`src/fnab_pkg.sv`:
```
package fnab_pkg;

   localparam int MAX_WIDTH  = 2048;
   localparam int MAX_HEIGHT = 4096;
   localparam int PIXEL_BITS = 8;

   localparam int COL_BITS    = $clog2(MAX_WIDTH);
   localparam int ROW_BITS    = $clog2(MAX_HEIGHT);
   localparam int USED_W_BITS = COL_BITS + 1;
   localparam int USED_H_BITS = ROW_BITS + 1;

   localparam int AVG_SHIFT = 2;
   localparam int SUM_BITS  = PIXEL_BITS + AVG_SHIFT;

   localparam int WIDTH_REG_BITS  = 12;
   localparam int HEIGHT_REG_BITS = 13;
   localparam int CSR_DATA_BITS   = (WIDTH_REG_BITS > HEIGHT_REG_BITS) ?
                                    WIDTH_REG_BITS : HEIGHT_REG_BITS;
   localparam int CSR_INDEX_BITS  = 2;

   localparam logic [CSR_INDEX_BITS-1:0] CSR_FRAME_WIDTH  = 2'd0;
   localparam logic [CSR_INDEX_BITS-1:0] CSR_FRAME_HEIGHT = 2'd1;

   localparam logic [WIDTH_REG_BITS-1:0]  RESET_FRAME_WIDTH  = 12'd1920;
   localparam logic [HEIGHT_REG_BITS-1:0] RESET_FRAME_HEIGHT = 13'd1080;

   localparam int QUEUE_DEPTH    = 4;
   localparam int QUEUE_PTR_BITS = $clog2(QUEUE_DEPTH);

   // what the front works out for each pixel
   typedef struct packed {
      logic emit_up_row;   // row above is complete at this column
      logic emit_behind;   // last row, pixel one column back
      logic emit_final;    // last pixel of the frame
      logic col_ge1;
      logic col_ge2;
      logic has_right;
      logic row_ge2;
      logic tall;          // frame has two rows or more
   } item_flags_type;

   typedef struct packed {
      logic [PIXEL_BITS-1:0] pixel;
      logic [ROW_BITS-1:0]   row;
      logic [COL_BITS-1:0]   col;
      item_flags_type        flags;
   } item_type;

   typedef struct packed {
      logic     valid;
      item_type item;
   } item_xfer_type;

   typedef struct packed {
      logic [PIXEL_BITS-1:0] pixel;
      logic [ROW_BITS-1:0]   row;
      logic [COL_BITS-1:0]   col;
      logic                  frame_end;
   } result_type;

endpackage

```
`src/fnab_front.sv`:
```
module fnab_front (
   input  logic                                clock,
   input  logic                                reset,
   input  logic                                req_valid,
   output logic                                req_stall,
   input  logic [fnab_pkg::PIXEL_BITS-1:0]     req_pixel_in,
   input  logic                                csr_valid,
   output logic                                csr_ready,
   input  logic [fnab_pkg::CSR_INDEX_BITS-1:0] csr_index,
   input  logic [fnab_pkg::CSR_DATA_BITS-1:0]  csr_wdata,
   input  logic                                q_full,
   output fnab_pkg::item_xfer_type             q_push
);

   function automatic logic [fnab_pkg::USED_W_BITS-1:0] clamp_width(
      input logic [fnab_pkg::WIDTH_REG_BITS-1:0] v);
      logic [fnab_pkg::USED_W_BITS-1:0] x;
      if (v == '0) begin
         x = fnab_pkg::USED_W_BITS'(1);
      end else if (32'(v) > 32'(fnab_pkg::MAX_WIDTH)) begin
         x = fnab_pkg::USED_W_BITS'(fnab_pkg::MAX_WIDTH);
      end else begin
         x = fnab_pkg::USED_W_BITS'(v);
      end
      return x;
   endfunction

   function automatic logic [fnab_pkg::USED_H_BITS-1:0] clamp_height(
      input logic [fnab_pkg::HEIGHT_REG_BITS-1:0] v);
      logic [fnab_pkg::USED_H_BITS-1:0] x;
      if (v == '0) begin
         x = fnab_pkg::USED_H_BITS'(1);
      end else if (32'(v) > 32'(fnab_pkg::MAX_HEIGHT)) begin
         x = fnab_pkg::USED_H_BITS'(fnab_pkg::MAX_HEIGHT);
      end else begin
         x = fnab_pkg::USED_H_BITS'(v);
      end
      return x;
   endfunction

   logic [fnab_pkg::WIDTH_REG_BITS-1:0]  width_ff, width_in;
   logic [fnab_pkg::HEIGHT_REG_BITS-1:0] height_ff, height_in;
   logic [fnab_pkg::COL_BITS-1:0]        col_ff, col_in;
   logic [fnab_pkg::ROW_BITS-1:0]        row_ff, row_in;

   logic [fnab_pkg::USED_W_BITS-1:0] used_w, col_next;
   logic [fnab_pkg::USED_H_BITS-1:0] used_h, row_next;
   logic                             accept, last_col, last_row, row_ge1;
   fnab_pkg::item_flags_type         flags;

   assign csr_ready = 1'b1;
   assign req_stall = q_full;
   assign accept    = req_valid && !q_full;

   assign used_w   = clamp_width(width_ff);
   assign used_h   = clamp_height(height_ff);
   assign col_next = fnab_pkg::USED_W_BITS'(col_ff) + fnab_pkg::USED_W_BITS'(1);
   assign row_next = fnab_pkg::USED_H_BITS'(row_ff) + fnab_pkg::USED_H_BITS'(1);
   assign last_col = (col_next == used_w);
   assign last_row = (row_next == used_h);
   assign row_ge1  = (row_ff != '0);

   always_comb begin
      flags.emit_up_row = row_ge1;
      flags.emit_behind = last_row && (col_ff != '0);
      flags.emit_final  = last_row && last_col;
      flags.col_ge1     = (col_ff != '0);
      flags.col_ge2     = (col_ff[fnab_pkg::COL_BITS-1:1] != '0);
      flags.has_right   = !last_col;
      flags.row_ge2     = (row_ff[fnab_pkg::ROW_BITS-1:1] != '0);
      flags.tall        = (used_h[fnab_pkg::USED_H_BITS-1:1] != '0);
   end

   always_comb begin
      q_push.valid      = accept;
      q_push.item.pixel = req_pixel_in;
      q_push.item.row   = row_ff;
      q_push.item.col   = col_ff;
      q_push.item.flags = flags;
   end

   // a write to frame_width or frame_height restarts the frame
   always_comb begin
      width_in  = width_ff;
      height_in = height_ff;
      col_in    = col_ff;
      row_in    = row_ff;
      if (csr_valid && csr_ready) begin
         case (csr_index)
            fnab_pkg::CSR_FRAME_WIDTH: begin
               width_in = csr_wdata[fnab_pkg::WIDTH_REG_BITS-1:0];
               col_in   = '0;
               row_in   = '0;
            end
            fnab_pkg::CSR_FRAME_HEIGHT: begin
               height_in = csr_wdata[fnab_pkg::HEIGHT_REG_BITS-1:0];
               col_in    = '0;
               row_in    = '0;
            end
            default: begin
            end
         endcase
      end else if (accept) begin
         if (last_col) begin
            col_in = '0;
            row_in = last_row ? '0 : row_next[fnab_pkg::ROW_BITS-1:0];
         end else begin
            col_in = col_next[fnab_pkg::COL_BITS-1:0];
         end
      end
   end

   always_ff @(posedge clock) begin
      if (reset) begin
         width_ff  <= fnab_pkg::RESET_FRAME_WIDTH;
         height_ff <= fnab_pkg::RESET_FRAME_HEIGHT;
         col_ff    <= '0;
         row_ff    <= '0;
      end else begin
         width_ff  <= width_in;
         height_ff <= height_in;
         col_ff    <= col_in;
         row_ff    <= row_in;
      end
   end

endmodule

```
`config.mk`:
```
export PLATFORM = sky130hd
export DESIGN_NAME = fnab_front
export DESIGN_NICKNAME = d
export VERILOG_FILES = /design/src/fnab_pkg.sv /design/src/fnab_front.sv
export SDC_FILE = /design/constraint.sdc
export NUM_CORES = 1
export LEC_CHECK = 0
export BUFFER_PORTS_ARGS = -buffer_cell sky130_fd_sc_hd__clkbuf_2
export CAP_MARGIN = 0
export CORE_UTILIZATION = 30
export CTS_CLUSTER_SIZE = 14
export DETAILED_ROUTE_END_ITERATION = 8
export PLACE_DENSITY_LB_ADDON = 0.2
export SYNTH_ARGS = -nofsm -noshare
export SYNTH_HDL_FRONTEND = slang
export SYNTH_SLANG_ARGS = --single-unit
```
`constraint.sdc`:
```
create_clock -name clock -period 4.06 [get_ports clock]
set_input_delay 0.812 -clock clock [delete_from_list [all_inputs] [get_ports clock]]
set_output_delay 0.812 -clock clock [all_outputs]
set_load 0.05 [all_outputs]
```
Word level (Yosys, flattened, before mapping)
Cells that the tools add are included.
- bits of input ports: 28
- logic and storage cells: 45
- output and inout port bits: 42
- bits in registers: 48
- order comparisons: 2
- equality and inequality tests: 4
- reduce and logical (&&, ||, !) cells: 20
- muxes and demuxes: 13
- add/subtract/negate cells: 2
- operators with widths (operator ; number):
    two-way mux 12 bit ; 7
    two-way mux 11 bit ; 4
    two-way mux 13 bit ; 2
    nonzero test 12 bit ; 2
    nonzero test 11 bit ; 2
    adder 12 x 1 -> 13 bit (second input constant) ; 1
    equality test 13 bit ; 1
    greater-than comparator 13 bit (second input constant) ; 1
    zero test 13 bit ; 1
    adder 11 x 1 -> 12 bit (second input constant) ; 1
    equality test 12 bit ; 1
    greater-than comparator 12 bit (second input constant) ; 1
    zero test 12 bit ; 1
    nonzero test 10 bit ; 1
    AND reduction 2 bit ; 3
    nonzero test 2 bit ; 2
    logical AND 1 bit ; 3
    AND reduction 3 bit ; 1
    equality test 2 x 1 -> 1 bit (second input constant) ; 1
    zero test 1 bit ; 2
    zero test 2 bit ; 1
    inequality test 2 bit (second input constant) ; 1
    OR reduction 2 bit ; 1

Depth between registers and ports, before layout
- word-level depth: 8
- depth in mapped cells: 12
- depth with buffers taken out: 10

Worst setup path after synthesis
No wires, ideal clock.
- path kind: flip-flop to output port
- from: reg col_ff[1] in the netlist's numbering
- to: out q_push[5] in the netlist's numbering
- slack: -0.524 ns
- arrival time: 3.772 ns
- data required time: 3.248 ns
- path buffers: 0
- stages on the path, launching flop included: 9
- cell sequence: dfxtp_1 > ha_1 > nand4_4 > or3_1 > a311oi_1 > o22ai_1 > or4_4 > or2_2 > nor2_1
- RTL lines (element ; line ; text):
    from (decl) ; fnab_front.sv:43 ; logic [fnab_pkg::COL_BITS-1:0] col_ff, col_in;
    from (signal assigned) ; fnab_front.sv:122 ; col_ff <= col_in;
    to (decl) ; fnab_front.sv:12 ; output fnab_pkg::item_xfer_type q_push

==> metrics <==
Synth area leaders=dfxtp_1 28%, nand2_1 8.8%, a21oi_1 5.3%; worst setup path category=reg2out; net switching power figure=0.297 mW; ys async rst share=0%; CP Buf/Inv Count=1; dpl cells=roughly 630; Required @ worst endpoint=3.25 ns; post-synthesis simple-gate area fraction=32.9%; worst-skew pair later-pin latency=around 0.30 ns; hold_buf cts=0; fin. max-slew vios=0; Crit path largest cell delay=0.60 ns; GRT Overall Usage=between 10% and 20%; post-synthesis cell count=between 400 and 500; synth unique cells=75; status=completed; Comb power frac=roughly an eighth; Overall Power=1.12 mW; VDD IR-drop max=about 0.00016 V; P_int=0.818 mW; die area=12100 um2; IO Port Bufs=52; CTS Buffer Depth=2; DRT Wirelength=around 11000 um; largest family of logic cells by synthesized area=simple AND/OR/NAND/NOR gates; crit-path max FO=10; most common cell after layout, fill and taps aside=nand2_1; mux contribution to synthesized area=1.15%; HP Class=reg2reg; area occupied by multi-input gates=2290 um2; Layout Cells excl Fill=roughly 640; Seq/Total Area, Yosys=27.5%; max-cap violations=0; area share of the largest cell type after synthesis=27.5%; headroom to the max-slew limit=between 30% and 40%; RD Place Congestion=0.874; Yosys warning count=0; clock sinks=48; FF+latch count, synth=48; max frequency=0.254 GHz; Die Wd=110 um; crit start category=flop; H-tree levels=2; ANT cells=0; hold_sp=width_ff[1]; antenna violations before repair=0; vias per cell=5.52; final setup vio count=0; adder-cell share of the synthesized area=between 1 and 1.5%; fin crit share=97.0%; crit path DAT=3.13 ns; Final #Nets=529; Worst-Margin Slew=1.03 ns; CP Capture Type=primary output; vias post-DR=3540; top_reg_cell synth=dfxtp_1; CTS Buf Count=5; syn_nets=494; Post-Synthesis Cell Area=3490 um2; Crit-path slowest cell=or4_4; first-pass GRT wire length=17400 um; Core ar.=11400 um2; Yosys top cell by area=dfxtp_1; Final Hold Viols=0; pin count of the biggest net entering global routing=26; area grow syn2layout=16.6%; Clock Tree Root=clkbuf_16; Synth Area per Inst=7.56 um2; total area of sequential cells=971 um2; post-route ant nets=0; Switching Fraction=26.7%; initial cell density of the core=30.7%; DRC=0; crit path time final=3.94 ns; grt ovf=0; critical path cell sequence=ha_4 > nand4_4 > or3_1 > a311oi_1 > o22ai_1 > or4_4 > or2_2 > nor2_4 > buf_4; Reg power frac=44.6%; CP delay by family, top=simple AND/OR/NAND/NOR gates; CTS tree=yes; Avg WL per Cell=roughly 17 um; R2R Path Start=col_ff[1]; iteration-0 DRC count of the detailed router=185; I/O pins=70; Final HPWL DP=8180 um; part of the power in the clock network=a little over two fifths; Post-Synth XOR/XNOR Area=6.59%; Leak=1.52 nW; CP Launch Point=col_ff[1]; most frequent cells in the layout=82 x nand2_1, 50 x clkbuf_2, 42 x dfxtp_1; fraction of layout cells with a size suffix above 1=22.5%; vias in the first global route=3298; Post-synth EDFFs=0; clk_skew=0.0111 ns; DRT Pass-1 Iters=5; fraction of the mapped netlist area in compound gates=21.6%; Rows=39; pwr/cell area=274 nW/um2; DIE HEIGHT=roughly 110 um; Clock transition at path regs=about 0.070 ns; # fillers=between 1000 and 1500
## metal layers
layer | up-vias | share of wire [%] | track usage (%)
li1 | 1728 | - | -
met1 | 1666 | 48 | 26.8
met2 | 132 | 44 | 27.6
met3 | 14 | 7.2 | 4.45
met4 | 0 | 1.3 | 6.10
met5 | - | 0 | 0
## worst min-delay path: stages, from the launching register on
cell and delay [ns]:
dfxtp_1 0.33, nand2_1 0.06, a21oi_1 0.05
## cell families after synthesis
family	Yosys count
buf+inv	60
compound gates	106
xor+xnor	23
fa+ha+maj	4
mux	4
simple gates	216
flops	48
other cells	1
## stage by stage
stage	util (%)	cell area [um2]	setup TNS, ns	worst slack [ns]	hold slack (ns)
after global placement	33.9	3850	0	0.284	0.471
after CTS	35.5	4040	0	0.0267	0.498
after detailed placement	33.9	3850	0	0.201	0.487
after floorplan	-	3510	0	0.0849	0.445
final	35.8	4070	0	0.120	0.493
after global routing	35.8	4070	-0.00753	-0.00753	0.525
## flip-flops by register name, summed over array words and instances, names as in the netlist
name and count:
col_ff 11, height_ff 13, row_ff 12, width_ff 12
## power by group through the flow
stage	combinational (mW)	sequential (mW)	clock (mW)
final	0.133	0.498	0.485
after detailed placement	0.133	0.508	0
after global placement	0.132	0.508	0
after floorplan	0.111	0.506	0
after global routing	0.146	0.499	0.509
after CTS	0.133	0.498	0.493
## cell type report
class | count | share of cell area [%]
Clock inverter | 2 | 0.860
Multi-Input combinational cell | 354 | 56.2
Sequential cell | 48 | 23.8
Timing Repair Buffer | 71 | 10.0
Tap cell | 143 | 4.39
Clock buffer | 6 | 3.16
Inverter | 17 | 1.57
## repair_timing
action                     CTS  global route
setup endpoints to repair    2             3
resized for setup            5            11
pin swaps                    0             1
setup buffers                0             1
## final timing paths
check                           slack, ns           to  depth (start not counted)
worst min register to register       0.49  width_ff[1]                          2
worst max register to register       0.88    row_ff[5]                          9
worst max-delay path                 0.12    q_push[5]                          9
worst min-delay path                 0.49  width_ff[1]                          2
## synthesized netlist by cell type, types with 10 or more instances
| cell type | count |
|---|---|
| nand2_1 | 82 |
| dfxtp_1 | 48 |
| a21oi_1 | 37 |
| nand3_1 | 26 |
| nor2_1 | 21 |
| clkbuf_1 | 17 |
| inv_1 | 17 |
| buf_4 | 16 |
| xnor2_1 | 13 |
| nand4_1 | 11 |
| nor4_1 | 10 |
| or3_1 | 10 |
Power figures use the tool's default switching activity.
