===== src/fnab_pkg.sv =====
package fnab_pkg;

   localparam int MAX_WIDTH  = 2048;
   localparam int MAX_HEIGHT = 4096;
   localparam int PIXEL_BITS = 8;

   localparam int COL_BITS    = $clog2(MAX_WIDTH);
   localparam int ROW_BITS    = $clog2(MAX_HEIGHT);
   localparam int USED_W_BITS = COL_BITS + 1;
   localparam int USED_H_BITS = ROW_BITS + 1;

   localparam int AVG_SHIFT = 2;
   localparam int SUM_BITS  = PIXEL_BITS + AVG_SHIFT;

   localparam int WIDTH_REG_BITS  = 12;
   localparam int HEIGHT_REG_BITS = 13;
   localparam int CSR_DATA_BITS   = (WIDTH_REG_BITS > HEIGHT_REG_BITS) ?
                                    WIDTH_REG_BITS : HEIGHT_REG_BITS;
   localparam int CSR_INDEX_BITS  = 2;

   localparam logic [CSR_INDEX_BITS-1:0] CSR_FRAME_WIDTH  = 2'd0;
   localparam logic [CSR_INDEX_BITS-1:0] CSR_FRAME_HEIGHT = 2'd1;

   localparam logic [WIDTH_REG_BITS-1:0]  RESET_FRAME_WIDTH  = 12'd1920;
   localparam logic [HEIGHT_REG_BITS-1:0] RESET_FRAME_HEIGHT = 13'd1080;

   localparam int QUEUE_DEPTH    = 4;
   localparam int QUEUE_PTR_BITS = $clog2(QUEUE_DEPTH);

   // what the front works out for each pixel
   typedef struct packed {
      logic emit_up_row;   // row above is complete at this column
      logic emit_behind;   // last row, pixel one column back
      logic emit_final;    // last pixel of the frame
      logic col_ge1;
      logic col_ge2;
      logic has_right;
      logic row_ge2;
      logic tall;          // frame has two rows or more
   } item_flags_type;

   typedef struct packed {
      logic [PIXEL_BITS-1:0] pixel;
      logic [ROW_BITS-1:0]   row;
      logic [COL_BITS-1:0]   col;
      item_flags_type        flags;
   } item_type;

   typedef struct packed {
      logic     valid;
      item_type item;
   } item_xfer_type;

   typedef struct packed {
      logic [PIXEL_BITS-1:0] pixel;
      logic [ROW_BITS-1:0]   row;
      logic [COL_BITS-1:0]   col;
      logic                  frame_end;
   } result_type;

endpackage


===== src/fnab_queue.sv =====
module fnab_queue (
   input  logic                    clock,
   input  logic                    reset,
   input  fnab_pkg::item_xfer_type push,
   output logic                    full,
   input  logic                    pop,
   output fnab_pkg::item_xfer_type head
);

   fnab_pkg::item_type                  slot_ff [fnab_pkg::QUEUE_DEPTH];
   logic [fnab_pkg::QUEUE_PTR_BITS-1:0] wr_ptr_ff, wr_ptr_in;
   logic [fnab_pkg::QUEUE_PTR_BITS-1:0] rd_ptr_ff, rd_ptr_in;
   logic [fnab_pkg::QUEUE_PTR_BITS:0]   count_ff, count_in;

   assign full       = (count_ff == (fnab_pkg::QUEUE_PTR_BITS+1)'(fnab_pkg::QUEUE_DEPTH));
   assign head.valid = (count_ff != '0);
   assign head.item  = slot_ff[rd_ptr_ff];

   always_comb begin
      wr_ptr_in = wr_ptr_ff;
      rd_ptr_in = rd_ptr_ff;
      count_in  = count_ff;
      if (push.valid) begin
         wr_ptr_in = wr_ptr_ff + 1'b1;
      end
      if (pop) begin
         rd_ptr_in = rd_ptr_ff + 1'b1;
      end
      case ({push.valid, pop})
         2'b10:   count_in = count_ff + 1'b1;
         2'b01:   count_in = count_ff - 1'b1;
         default: count_in = count_ff;
      endcase
   end

   always_ff @(posedge clock) begin
      if (push.valid) begin
         slot_ff[wr_ptr_ff] <= push.item;
      end
   end

   always_ff @(posedge clock) begin
      if (reset) begin
         wr_ptr_ff <= '0;
         rd_ptr_ff <= '0;
         count_ff  <= '0;
      end else begin
         wr_ptr_ff <= wr_ptr_in;
         rd_ptr_ff <= rd_ptr_in;
         count_ff  <= count_in;
      end
   end

endmodule


===== config.mk =====
export PLATFORM = sky130hd
export DESIGN_NAME = fnab_queue
export DESIGN_NICKNAME = d
export VERILOG_FILES = /design/src/fnab_pkg.sv /design/src/fnab_queue.sv
export SDC_FILE = /design/constraint.sdc
export NUM_CORES = 1
export LEC_CHECK = 0
export BUFFER_PORTS_ARGS = -buffer_cell sky130_fd_sc_hd__clkbuf_2
export CAP_MARGIN = 15
export CORE_MARGIN = 2
export CORE_UTILIZATION = 35
export DETAILED_ROUTE_END_ITERATION = 10
export REMOVE_ABC_BUFFERS = 1
export SLEW_MARGIN = 10
export SYNTH_ARGS = -nofsm -noshare
export SYNTH_HDL_FRONTEND = slang
export SYNTH_SLANG_ARGS = --single-unit

===== constraint.sdc =====
create_clock -name clock -period 2.6 [get_ports clock]
set_clock_uncertainty 0.2 [all_clocks]
set_input_delay 0.13 -clock clock [delete_from_list [all_inputs] [get_ports clock]]
set_output_delay 0.13 -clock clock [all_outputs]
set_load 0.01 [all_outputs]

---- Yosys cells after proc, flatten, opt, wreduce, memory -nomap -nowiden ----
Memory sizes are Yosys's and may differ from the RTL's. A register that Yosys moved wholly into a read port is not among the register bits.
Cells that the tools add are included.
cells by class
  reduce and logical (&&, ||, !) cells .... 2
  $mul .................................... 0
  div/mod/pow operators ................... 0
  eq/ne operators ......................... 3
  bitwise gates (word level) .............. 0
  shifts and indexed selects .............. 0
  magnitude comparators ................... 0
  $add $sub $neg .......................... 4
  muxes and demuxes ....................... 5
operator list
  kind                                                                 number
  3-bit one-hot mux with 2 select lines                                1
  2-bit by 1-bit adder with 2-bit output (second input constant)       2
  2-bit 2-to-1 mux                                                     2
  3-bit by 1-bit adder with 3-bit output (second input constant)       1
  3-bit == test (second input constant)                                1
  3-bit nonzero test                                                   1
  3-bit by 1-bit subtractor with 3-bit output (second input constant)  1
  2-bit by 1-bit == test with 1-bit output (second input constant)     1
  2-bit == test (second input constant)                                1
  1-bit 2-to-1 mux                                                     2
  2-bit nonzero test                                                   1
word-level totals
  flip-flop bits (word level) ............. 7
  latch bits .............................. 0
  memory bits (writable) .................. 156
  memories ................................ 1
  bits in read-only memories .............. 0
  word-level logic and storage cells ...... 18
  output and inout port bits .............. 41
memories
  memory   depth  bits a word  read ports  clocked after memory_dff  write ports  line              RTL
  slot_ff  4      39           1           1                         1            fnab_queue.sv:10  fnab_pkg::item_type slot_ff [fnab_pkg::QUEUE_DEPTH];

---- Logic depth before layout (Yosys ltp) ----
Gate-level depths: netlist (run 1).
  depth after elaboration ................. 3
  depth in mapped cells ................... 6
  mapped depth without buffers ............ 6

---- Worst setup path after synthesis (run 1) ----
Ideal clock, no wire load.
  path kind ............................... reg2reg
  from .................................... register wr_ptr_ff[0] in the netlist's numbering
  to ...................................... memory slot_ff[2][0] in the netlist's numbering (enable)
  setup slack ............................. 0.512 ns
  buffers on the path ..................... 0
  stages on the path, launching flop included .. 4
  arrival time ............................ 1.488 ns
  cells stage by stage .................... dfxtp_1 -> inv_1 -> ha_1 -> and2_1
RTL lines
  element                   line              RTL
  start: declaration        fnab_queue.sv:11  logic [fnab_pkg::QUEUE_PTR_BITS-1:0] wr_ptr_ff, wr_ptr_in;
  start signal: assignment  fnab_queue.sv:48  wr_ptr_ff <= wr_ptr_in;
  end: declaration          fnab_queue.sv:10
No word-level cell before the write port.

==> results of run 1 <==
[layout make-up]
type,count,area [µm²]
fill,1474,9290
sequential,165,4870
multi-input combinational,69,1110
timing repair buffer,136,956
clock buffer,17,425
tap,225,282
clock inverter,15,166
inverter,3,11.3
[flip-flops by register name, summed over array words and instances, names as in the netlist, named ones only]
register and cells:
count_ff 3, rd_ptr_ff 2, slot_ff 156, wr_ptr_ff 2
[stage by stage]
step                      cell area [µm²]  TNS, ns  std cells  total power (µW)  worst slack (ns)
final                                7830        0        630              6200             0.380
after global routing                 7830        0        630              6430             0.254
after CTS                            7830        0        630              6270             0.314
after detailed placement             6810        0        556              3740             0.717
after global placement               6810        0        556              3730             0.723
after floorplan                      5990    -5.59        237              3470            -0.143
[cells by family after synthesis]
family | count (synthesis)
and+or+nand+nor | 15
xor gates and xnor gates | 5
muxes | 41
AOI/OAI and AO/OA | 2
buffers and inverters | 12
DFF | 165
adders and majority gates | 6
[power groups by stage]
stage	clock [µW]	combinational, µW	sequential, µW
final	2480	622	3100
after floorplan	0	298	3170
after detailed placement	0	586	3160
after CTS	2530	640	3100
after global placement	0	577	3150
after global routing	2640	679	3110
[routing by layer]
layer,GRT usage (%),vias to the layer above,routed length (µm)
met5,0,-,0
li1,-,1321,-
met2,21.9,65,5800
met4,5.03,0,174
met1,15.1,1519,4660
met3,5.05,18,518
[worst reg2reg max path: cells and delay by family (launching register included)]
| kind | cells | cell delay, ns |
|---|---|---|
| buffers and inverters | 2 | 0.39 |
| adder cells (fa/ha/maj) | 1 | 0.14 |
| AND/OR/NAND/NOR | 1 | 0.47 |
| flip-flops | 1 | 0.34 |
[placed cells by master (no fill, tap or decap), types with 2 or more instances in the layout]
cell type      instances
bufinv_16              2
buf_12                 3
mux2i_1                2
mux4_2                39
ha_1                   5
clkinvlp_4             3
or3_1                  2
xor2_1                 2
xnor2_1                3
dlygate4sd3_1         42
clkbuf_2              83
inv_1                  3
dfxtp_1                7
buf_4                  8
inv_8                  2
nor2_1                 7
inv_6                  5
and2_2                 4
clkbuf_16             17
edfxtp_1             156
[worst paths after layout]
kind,start,endpoint,slack [ns]
min,push[23],slot_ff[0][23]$_DFFE_PP_,0.26
max reg2reg,wr_ptr_ff[1]$_SDFFE_PP0P_,slot_ff[1][32]$_DFFE_PP_,0.75
max,register,head[18],0.38
min reg2reg,rd_ptr_ff[1]$_SDFFE_PP0P_,register,0.33
[repair_timing]
item	4_1_cts	5_1_grt
hold endpoints to repair	165	0
setup endpoints to repair	0	0
hold buffers	42	0
==> run_results.csv, run 1 <==
group,metric,value,unit
power,power.switching,1400,µW
final_layout,n_antenna_cell,0,
power,power_density,792,mW/mm²
grt,grt_usage,13.0,%
sta,min_period,2.22,ns
sta,period_share,85.4,%
synthesis,synth_area_leader_cell,"edfxtp_1",
flow_run,maxCapViolations,0,
final_layout,drive_gt1_share,42.0,%
synthesis,avgSynthCellArea,24.6,µm²
sta,rsz0062_at_grt,"no",
power,internal-power,4800,µW
synthesis,synthArstFlopShare,0,%
synthesis,synth_common_cells,"edfxtp_1 (156), mux4_2 (39), dfxtp_1 (9), nor2_1 (7), ha_1 (5)",
outcome,outcome,"completed",
drt,viasPerCell,4.64,
synthesis,synth_warnings,0,
synthesis,ys_seq_elements,165,
sta,slew_headroom,65.7,%
place,dp_hpwl,6860,µm
sta,report.final.hold_viol_count,0,
worst_setup_path,cp_top_family,"multiplexers",
clock_network,cts-buffers-inserted,17,
place,place.gp.congestion,0.646,
drt,ant_nets,0,
floorplan,placementRows,48,
clock_network,insertion_delay,0.43,ns
clock_network,cts_root_buf,"clkbuf_16",
worst_setup_path,reg2reg_depth,4,
synthesis,synthesis.area,0.00604,mm²
clock_network,h-tree-depth,4,
synthesis,ys_types,20,
floorplan,initial_core_util,35.3,%
worst_setup_path,worst-path-max-fanout,21,
drt,drt_iter0_drc,149,
clock_network,cts_resized,0,
power,ir_drop,466,µV
clock_network,cts_setup_buffers,0,
power,pwr-share-seq,50.0,%
power,power_frac_clock,40.0,%
drt,num_vias,2923,
drt,first_pass_iters,4,
final_layout,syn2layout_area_growth,29.5,%
grt,grt_pass1_wl,17100,µm
clock_network,clk_path_buf_depth,2,
clock_network,cts_tree,"done",
worst_setup_path,path_depth,3,
synthesis,synth_compound_area_share,0.166,%
worst_setup_path,cp.buffers_inverters,2,
drt,drt_wl_total,11200,µm
grt,gr-total-overflow,0,
drt,post-route-drc-count,0,
final_layout,utilization,45.7,%
synthesis,synthMuxAreaShare,14.9,%
floorplan,io_pins,84,
sta,tightestPinTransition,0.514,ns
synthesis,yosysSeqAreaShare,80.5,%
synthesis,ys.flop_type,"edfxtp_1",
drt,avgRoutedWirePerCell,17.7,µm
place,io_buffers,83,
sta,holdWs,0.257,ns
power,leakage,0.00272,µW
worst_setup_path,max_stage_delay,0.54,ns
synthesis,netlist_instances,246,
sta,max_freq,450,MHz
synthesis,synthXorXnorAreaFrac,0.724,%
grt,antenna_found_initial,0,
synthesis,synth.area.top_cells,"edfxtp_1 (77%), mux4_2 (15%), dfxtp_1 (3.0%)",
floorplan,fp.coreArea,0.0171,mm²
clock_network,clkTransAtPathRegs,0.07,ns
sta,drv_slew,0,
worst_setup_path,cpMaxStageDelayCell,"mux4_2",
worst_hold_path,hold_depth,2,
synthesis,synth_edf_count,156,
power,switching_share,22.6,%
worst_setup_path,cp.required,2.27,ns
floorplan,die_w,135,µm
sta,setup_viol,0,
worst_setup_path,crit_path_start_kind,"register",
worst_hold_path,hold_class,"input port to register",
grt,grt_max_degree,31,
synthesis,synth_top_family_by_area,"multiplexers",
synthesis,synthSimpleGateAreaFrac,1.24,%
final_layout,layout.nets,441,
floorplan,fp.dieH,135,µm
worst_setup_path,critical_path.cell_chain,"buf_12, mux4_2, clkbuf_2",
clock_network,cts.sinks,165,
synthesis,synth_most_common_cell,"edfxtp_1",
grt,grt_pass1_vias,3200,
synthesis,synth_adder_area_share,1.37,%
worst_setup_path,cp-end-kind,"primary output",
synthesis,synth.top_cell.area_share,77.5,%
power,pwr-share-comb,10.0,%
worst_setup_path,crit_type,"register to primary output",
worst_setup_path,arrival,1.89,ns
floorplan,dieArea,0.0183,mm²
Note: power is estimated with default switching activity, not from simulation.
==> run 2, diff against run 1 <==
Settings changed: PLACE_DENSITY_LB_ADDON set to 0.08, SETUP_SLACK_MARGIN set to 0.3.
==> run 2 against run 1 <==
  * Final area rose by 0.62%
  * Register-to-register slack better by 0.11 ns
  * First-iteration DRC count is 40% higher
  * Die area stayed put
  * Core utilization is 0.29 points higher
  * Non-clock buffer count grew 10
  * Global-route usage rose by 0.19 points
  * Flip-flop and latch count is the same
  * Routed wire length grew 1.8%
  * Count of clock-buffer cells in the layout is 3 higher
  * Critical endpoint is now head[16]
==> run_results.csv, run 2 (synthesis gave the netlist of run 1 again) <==
group,metric,value,unit
floorplan,io_pins,84,
drt,wl_met3,552,µm
worst_hold_path,min_to,"slot_ff[1][21]$_DFFE_PP_",
clock_network,cts.sinks,165,
power,ir_drop,465,µV
power,power_density,764,mW/mm²
final_layout,layout.nets,451,
worst_setup_path,crit_path_start_kind,"register",
clock_network,h-tree-depth,4,
clock_network,clk_path_buf_depth,2,
grt,grt_max_degree,40,
clock_network,cts-buffers-inserted,17,
clock_network,cts_tree,"done",
clock_network,cts_root_buf,"clkbuf_16",
drt,first_pass_iters,4,
place,dp_hpwl,6720,µm
worst_setup_path,r2r_end,"slot_ff[2][9]$_DFFE_PP_",
drt,wl_met2,5490,µm
place,dp_slack,0.755,ns
worst_setup_path,cpMaxStageDelayCell,"dfxtp_2",
drt,wl_met1,5190,µm
clock_network,clkTransAtPathRegs,0.06,ns
clock_network,cts_resized,0,
worst_setup_path,reg2reg_depth,4,
drt,viasPerCell,4.58,
flow_run,maxCapViolations,0,
final_layout,mostFrequentLayoutCell,"edfxtp_1",
final_layout,drive_gt1_share,41.0,%
worst_setup_path,max_stage_delay,0.59,ns
drt,drt_wl_total,11400,µm
grt,gr-total-overflow,0,
floorplan,placementRows,48,
worst_setup_path,arrival,1.79,ns
worst_hold_path,hold_depth,2,
sta,drv_slew,0,
sta,rsz0062_at_grt,"no",
final_layout,finalInstanceArea,0.00787,mm²
worst_setup_path,crit_type,"register to primary output",
sta,period_share,81.5,%
grt,grt_usage,13.2,%
outcome,outcome,"completed",
sta,setup_slack,0.482,ns
place,place.gp.congestion,0.672,
worst_hold_path,hold_class,"input port to register",
final_layout,n_antenna_cell,0,
final_layout,largest_register_ffs,156,
final_layout,instances_no_fill,637,
worst_setup_path,cp.required,2.27,ns
sta,holdWs,0.273,ns
worst_setup_path,r2r_slack,0.86,ns
drt,ant_nets,0,
sta,tightestPinTransition,0.428,ns
sta,slew_headroom,71.5,%
clock_network,insertion_delay,0.41,ns
worst_hold_path,hp-start,"push[21]",
sta,report.final.hold_viol_count,0,
floorplan,fp.dieH,135,µm
final_layout,syn2layout_area_growth,30.3,%
power,leakage,0.00275,µW
drt,top_layer,"met4",
worst_setup_path,critical_path.cell_chain,"buf_12, mux4_2, clkbuf_2",
worst_setup_path,worst-path-max-fanout,26,
sta,max_freq,472,MHz
final_layout,largest-register,"slot_ff",
sta,setup_viol,0,
final_layout,final_cell_mix,"edfxtp_1 (156), clkbuf_2 (83), dlygate4sd3_1 (43)",
sta,min_period,2.12,ns
floorplan,die_w,135,µm
grt,grt_pass1_vias,3092,
floorplan,initial_core_util,35.3,%
worst_setup_path,reg2reg_from,"wr_ptr_ff[0]$_SDFFE_PP0P_",
drt,drt_iter0_drc,209,
drt,post-route-drc-count,0,
grt,antenna_found_initial,0,
final_layout,reg.largest.list,"slot_ff x156, count_ff x3",
place,dpl_cell_area,0.00684,mm²
floorplan,fp.coreArea,0.0171,mm²
place,io_buffers,83,
drt,avgRoutedWirePerCell,17.8,µm
floorplan,dieArea,0.0183,mm²
place,dp_cells,554,
grt,grt_pass1_wl,17500,µm
final_layout,utilization,46.0,%
drt,num_vias,2917,
worst_setup_path,cp-end-kind,"primary output",
run 2: worst max-delay path by stage:
stage | start | endpoint | depth (start not counted)
finish | register | head[16] | 3
CTS | register | head[21] | 3
global placement | register | head[34] | 3
global route | register | head[16] | 3
detailed placement | push[39] | count_ff[2]$_SDFFE_PP0P_ | 7
floorplan | register | head[0] | 1
run 2: metal layers:
metal,up-vias,GRT usage (%)
met5,-,0
met4,0,5.21
met3,8,4.26
met2,69,20.3
met1,1500,17.6
li1,1340,-
run 2: power by group:
part           switching, µW  internal [µW]  leakage, µW
logic                    312            340     0.000984
registers               51.3           3050      0.00151
clock network            892           1370     0.000257
total                   1250           4760      0.00275
run 2: critical path, delay by kind of cell, from the launching register on:
| kind | cells | cell delay, ns |
|---|---|---|
| flops | 1 | 0.59 |
| buf+inv | 2 | 0.42 |
| mux | 1 | 0.36 |
run 2: timing repair:
action | in CTS | in global routing
buffers inserted | 0 | 11
endpoints found under the setup margin | 0 | 21
endpoints found under the hold margin | 165 | 0
hold buffers | 43 | 0
run 2: layout make-up:
type	count	area [µm²]
Inverter	3	11.3
Tap cell	225	282
Clock inverter	9	88.8
Clock buffer	20	437
Fill cell	1528	9240
Timing Repair Buffer	146	1070
Sequential cell	165	4870
Multi-Input combinational cell	69	1110
run 2: through the flow:
stage | total power [µW] | TNS (ns)
finish | 6020 | 0
global route | 6270 | 0
CTS | 6080 | 0
detailed placement | 3750 | 0
global placement | 3740 | 0
floorplan | 3470 | -5.59
